## config.mk

```make
export PLATFORM = sky130hd
export DESIGN_NAME = ectc_cdiv
export DESIGN_NICKNAME = d
export VERILOG_FILES = /design/src/ectc_pkg.sv /design/src/ectc_cdiv.sv
export SDC_FILE = /design/constraint.sdc
export NUM_CORES = 1
export LEC_CHECK = 0
export BUFFER_PORTS_ARGS = -buffer_cell sky130_fd_sc_hd__buf_2
export CORE_UTILIZATION = 55
export CTS_CLUSTER_SIZE = 28
export DETAILED_ROUTE_END_ITERATION = 10
export PLACE_DENSITY = 0.77
export SLEW_MARGIN = 20
export SYNTH_ARGS = -nofsm -noshare
export SYNTH_HDL_FRONTEND = slang
export SYNTH_SLANG_ARGS = --single-unit
```

## constraint.sdc

```tcl
create_clock -name clk_i -period 7.6 [get_ports clk_i]
set_input_delay 0 -clock clk_i [delete_from_list [all_inputs] [get_ports clk_i]]
set_output_delay 0 -clock clk_i [all_outputs]
set_load 0.05 [all_outputs]
```

## src/ectc_pkg.sv

```systemverilog
// ----------------------------------------------------------------------------
// ectc_pkg: shared constants for the epoch / civil time converter
// Calendar constants, action codes and the March-based month start table.
// ----------------------------------------------------------------------------
package ectc_pkg;

  localparam int unsigned SECONDS_BITS_DEF = 41;
  // widest exact total of a fields-to-seconds conversion
  localparam int unsigned EXACT_W          = 52;
  localparam int unsigned SEC_PER_DAY      = 86400;
  localparam int unsigned DAYS_PER_ERA     = 146097;
  // days from 0000-03-01 to 1970-01-01
  localparam int unsigned EPOCH_SHIFT      = 719468;
  // quotient bits resolved per divider stage
  localparam int unsigned DIV_STEP         = 4;

  localparam logic ACT_TO_CIVIL   = 1'b0;
  localparam logic ACT_TO_SECONDS = 1'b1;

  // first day of month mp in a year starting on March 1 (mp 0 = March)
  function automatic logic [8:0] mar_start(input logic [3:0] mp);
    logic [8:0] r;
    unique case (mp)
      4'd0:    r = 9'd0;
      4'd1:    r = 9'd31;
      4'd2:    r = 9'd61;
      4'd3:    r = 9'd92;
      4'd4:    r = 9'd122;
      4'd5:    r = 9'd153;
      4'd6:    r = 9'd184;
      4'd7:    r = 9'd214;
      4'd8:    r = 9'd245;
      4'd9:    r = 9'd275;
      4'd10:   r = 9'd306;
      4'd11:   r = 9'd337;
      default: r = 9'd0;
    endcase
    return r;
  endfunction

endpackage

```

## src/ectc_cdiv.sv

```systemverilog
// ----------------------------------------------------------------------------
// ectc_cdiv: pipelined unsigned division by a constant
// Restoring division, STEP quotient bits per register stage, side payload.
// ----------------------------------------------------------------------------
module ectc_cdiv import ectc_pkg::*; #(
  parameter int unsigned NW   = 40,
  parameter int unsigned DIV  = SEC_PER_DAY,
  parameter int unsigned PW   = 1,
  parameter int unsigned STEP = DIV_STEP,
  localparam int unsigned RW  = $clog2(DIV)
) (
  input  logic          clk_i,
  input  logic          rst_ni,
  input  logic          en_i,
  input  logic          vld_i,
  input  logic [NW-1:0] num_i,
  input  logic [PW-1:0] pay_i,
  output logic          vld_o,
  output logic [NW-1:0] quo_o,
  output logic [RW-1:0] rem_o,
  output logic [PW-1:0] pay_o
);

  localparam int unsigned NS = (NW + STEP - 1) / STEP;
  localparam int unsigned NP = NS * STEP;

  logic [NS-1:0] vld_q;
  logic [RW-1:0] r_q   [NS];
  logic [NP-1:0] nq_q  [NS];
  logic [PW-1:0] pay_q [NS];

  for (genvar s = 0; s < NS; s++) begin : g_stage
    logic [RW-1:0] r_in, r_d;
    logic [NP-1:0] nq_in, nq_d;
    logic          v_in;
    logic [PW-1:0] p_in;

    if (s == 0) begin : g_first
      assign r_in  = '0;
      assign nq_in = NP'(num_i);
      assign v_in  = vld_i;
      assign p_in  = pay_i;
    end else begin : g_next
      assign r_in  = r_q[s-1];
      assign nq_in = nq_q[s-1];
      assign v_in  = vld_q[s-1];
      assign p_in  = pay_q[s-1];
    end

    // dividend bits shift out at the top, quotient bits shift in at the bottom
    always_comb begin : step_b
      logic [RW:0] t;
      r_d  = r_in;
      nq_d = nq_in;
      for (int j = 0; j < STEP; j++) begin
        t    = {r_d, nq_d[NP-1]};
        nq_d = {nq_d[NP-2:0], 1'b0};
        if (t >= (RW+1)'(DIV)) begin
          t       = t - (RW+1)'(DIV);
          nq_d[0] = 1'b1;
        end
        r_d = t[RW-1:0];
      end
    end

    always_ff @(posedge clk_i or negedge rst_ni) begin
      if (!rst_ni) begin
        vld_q[s] <= 1'b0;
      end else if (en_i) begin
        vld_q[s] <= v_in;
      end
    end

    always_ff @(posedge clk_i) begin
      if (en_i) begin
        r_q[s]   <= r_d;
        nq_q[s]  <= nq_d;
        pay_q[s] <= p_in;
      end
    end
  end

  assign vld_o = vld_q[NS-1];
  assign quo_o = nq_q[NS-1][NW-1:0];
  assign rem_o = r_q[NS-1];
  assign pay_o = pay_q[NS-1];

endmodule

```

# --- Word-level counts from Yosys, hierarchy flattened ---
# Memory sizes are Yosys's and may differ from the RTL's.
# Cells that the tools add are included.
classes:
  n_lt_le_gt_ge: 40
  addsub: 40
  muxes: 82
ops:
  columns: ["op", "count"]
  rows:
  - ["18-bit by 17-bit >= comparator with 1-bit output, second input constant", 39]
  - ["17-bit two-way mux", 40]
  - ["17-bit subtractor, second input constant", 39]
  - ["1-bit two-way mux", 42]
  - ["1-bit by 17-bit >= comparator with 1-bit output, second input constant", 1]
  - ["1-bit by 17-bit subtractor with 17-bit output, second input constant", 1]
word_totals:
  input_bits: 45
  word_cells: 175
  n_memories: 3
  output_inout_bits: 59
  ff_bits: 10
  ram_bits: 580
mem_list:
  columns: ["name", "words", "word_bits", "rd", "rd_clocked_by_memory_dff", "wr", "line", "source"]
  rows:
  - ["nq_q", 10, 40, 10, 0, 10, "ectc_cdiv.sv:29", "logic [NP-1:0] nq_q [NS];"]
  - ["r_q", 10, 17, 10, 0, 10, "ectc_cdiv.sv:28", "logic [RW-1:0] r_q [NS];"]
  - ["pay_q", 10, 1, 10, 0, 10, "ectc_cdiv.sv:30", "logic [PW-1:0] pay_q [NS];"]

# --- Depth between registers and ports, before layout ---
# An unclocked memory read counts as a cell.
logic_depth:
  word_depth: 9
  ltp_mapped: 22
  depth_no_buf: 21

# --- Worst setup path after synthesis ---
# OpenSTA, ideal clock, no wires.
synth_timing:
  path_type: "register to register"
  from: "mem r_q[6][7] in the netlist's numbering"
  to: "mem r_q[7][15] in the netlist's numbering, data pin"
  stages_incl_launch_ff: 23
  t_arrival_ps: 5623
  period_less_slack_ps: 5910
  setup_ps: 287
  required_time_ps: 7313
  slack_ps: 1690
  n_path_buf: 1
  path_cell_list: "edfxtp_1 > clkbuf_1 > a2111oi_4 > a21oi_1 > or3_1 > and2_1 > ha_1 > or2_2 > a221oi_1 > o211ai_1 > a221oi_1 > a31o_2 > o21ai_0 > nor2_1 > a22o_1 > xnor2_1 > ha_1 > nor4b_1 > mux2i_1 > or2_2 > a31o_2 > a21oi_1 > o211ai_1"
synth_lines:
  columns: ["item", "line"]
  rows:
  - ["start, declared", "ectc_cdiv.sv:28"]

==> results.cfg <==
[worst_setup_path]
arrival_ps = 7250
crit_required_ps = 7910
crit_fanout = 14
crit_chain = a2111oi_4 > a21oi_1 > or3_1 > and2_1 > ha_1 > or2_2 > a221oi_1 > o211ai_1 > a221oi_1 > a31o_2 > o21ai_0 > nor2_1 > a22o_1 > xnor2_1 > ha_1 > nor4b_1 > mux2i_1 > or2_2 > a31o_2 > a21oi_1 > o211ai_1
critPathMaxStageDelay_ps = 610
critPathLaunchType = register
critical_path_class = reg2reg
critPathCaptureType = register
slowest_stage = a2111oi_4

[placement]
dp_hpwl_mm = 32.7
place_congestion = 0.936
place_inst = 2607
port_buffers = 87

[cells_and_area]
final_cells = 2736
layout_common_cells = edfxtp_1 (416), nand2_1 (137), nor2_1 (109), o21ai_0 (95), a21oi_1 (92)
utilization_pct = 62.7
synthToLayoutAreaGrowth_pct = 11.8
drive_gt1_share_pct = 12.6
nNetsFinal = 2229
final_common_cell = edfxtp_1

[sta]
slew_headroom_pct = 29.4
finalMaxSlewViolations = 0
period_share_pct = 91.4
tns_ps = 0
final_hold_viol_count = 0
setup_violations = 0
fmax_mhz = 144
worst_slew_pin_slew_ps = 1050
layout_min_cycle_time_ps = 6950
fin_skew_ps = 28.7
rsz0062_at_grt = false
fin_hold_ws_ps = 131

[drt]
drt-initial-drc-count = 1369
wl_per_cell_um = 17.5
firstDrtPassIters = 6
num_vias = 17300
postRouteAntennaNets = 0
drc = 0
avgViaCountPerCell = 6.34
drt_wl_total_mm = 48.0

[clocking]
h-tree-depth = 2
root_buffer = clkbuf_16
cts_setup_buffers = 0
cts_tree = yes
clock_sinks = 426
clock_path_buffers = 3
cts_made_buffers = 45
worstSkewPairLatency_ps = 570
cts.clk_slew.worst_paths_ps = 60
cts_resized = 0
hold_buffers = 45

[synth]
syn_area_um2 = 23700
synth_cells = 2049
synthArstFlopShare_pct = 2.35
synth_area_per_cell_um2 = 11.6
synth_ff_type = edfxtp_1
ys_seq_area_share_pct = 53.8
yosys_warnings = 0
synth_cell_types = 104
synth-edff-count = 416
ys_ff_latch = 426

[global_routing]
grtUsageTotal_pct = 21.5
grt_pass1_wl_mm = 78.5
grt_pass1_vias = 15900
gr-total-overflow = 0
antenna_found_initial = 0
grt_max_degree = 178

[floorplanning]
die-area_um2 = 43900
die_h_um = 210
start_util_pct = 56.1
core_area_um2 = 42200
fp-row-count = 75
io_pins = 104
die_w_um = 210

[run]
cap_violations = 0

[worst_hold_path]
hold_path_class = in2reg

[outcome]
outcome = finished, final reports clean
## state kept, by name, indices dropped and copies added, names as in the netlist
signal,flops
g_stage.v_in,9
nq_q,264
pay_q,10
r_q,142
vld_o,1
## layer usage
metal / vias to the layer above / track usage [%] / wire length (um)
li1: 8405 / - / -
met1: 8351 / 29.3 / 21400
met2: 499 / 35.8 / 23400
met3: 85 / 3.29 / 2260
met4: 0 / 5.86 / 929
met5: - / 0 / 0
## through the flow
step	instance area [um2]	worst slack, ps
after global placement	24500	1100
after detailed placement	24500	816
final	26500	655
after floorplan	23700	1690
after CTS	26500	817
after global routing	26500	126
## path summary, 6_finish.rpt
path	cells after the start	to	slack, ps	startpoint
worst max-delay path	21	r_q[7][15]	650	r_q[6][8]
worst min-delay path	2	nq_q[0][28]	130	num_i[24]
worst max register to register	21	r_q[7][15]	650	r_q[6][8]
worst min register to register	0	r_q[7][6]	400	r_q[6][2]
max in group asynchronous	3	g_stage[3].v_in	6830	rst_ni
min in group asynchronous	3	g_stage[1].v_in	450	rst_ni
## cells in the mapped netlist, drive strengths merged, types with 11 or more instances
| library cell | number | area share, % |
|---|---|---|
| ha | 24 | 1.3 |
| xnor2 | 83 | 3.1 |
| o22ai | 13 | 0.34 |
| nor2 | 110 | 1.8 |
| nor4 | 23 | 0.61 |
| o21a | 17 | 0.54 |
| or2 | 26 | 0.70 |
| a221oi | 18 | 0.67 |
| a311oi | 13 | 0.48 |
| and2 | 36 | 0.95 |
| o31ai | 16 | 0.55 |
| o211a | 15 | 0.63 |
| a21boi | 14 | 0.44 |
| o221ai | 13 | 0.48 |
| nand2 | 137 | 2.2 |
| clkbuf | 57 | 0.90 |
| xor2 | 43 | 1.6 |
| and3 | 15 | 0.40 |
| o311ai | 15 | 0.62 |
| a2111oi | 18 | 0.79 |
| a31oi | 29 | 0.83 |
| nand3 | 52 | 1.1 |
| nand4 | 12 | 0.32 |
| edfxtp | 416 | 53 |
| or3 | 29 | 0.77 |
| buf | 37 | 1.0 |
| or4 | 13 | 0.43 |
| nor3 | 66 | 1.4 |
| a21oi | 94 | 2.0 |
| o31a | 11 | 0.41 |
| o211ai | 37 | 1.2 |
| a21o | 36 | 1.1 |
| a211oi | 45 | 1.5 |
| inv | 45 | 0.71 |
| nand2b | 27 | 0.71 |
| o21ai | 102 | 2.2 |
| mux2i | 38 | 1.6 |
| mux2 | 41 | 2.0 |
## critical path: cells and delay by family (launching register included)
family                   cells  cell delay, ps
XOR/XNOR                     1             190
AND/OR/NAND/NOR              6            2060
flip-flops                   1             590
multiplexers                 1             180
AO/OA/AOI/OAI               11            3110
adder cells (fa/ha/maj)      2             530
## area by class of cell
class,count,area (um2)
antenna,1,2.50
clock buffer,53,1190
clock inverter,30,319
fill,3276,15800
inverter,45,169
multi-input combinational,1499,10400
sequential,426,12700
tap,539,674
timing repair buffer,143,1000
## kinds of logic (layout without fill, tap and decap cells)
| logic type | Yosys count | after routing | synth area share (%) |
|---|---|---|---|
| AO/OA/AOI/OAI | 668 | 668 | 21.3 |
| flip-flops | 426 | 426 | 53.8 |
| XOR/XNOR | 126 | 126 | 4.66 |
| buffers and inverters | 139 | 271 | 2.61 |
| AND/OR/NAND/NOR | 586 | 586 | 12.7 |
| multiplexers | 79 | 79 | 3.60 |
| other | 1 | 17 | 0.0158 |
| adder cells (fa/ha/maj) | 24 | 24 | 1.27 |
Power is left out: the tool's default activity adds up to more than one toggle a clock period on the data nets, which glitch-free logic cannot reach.
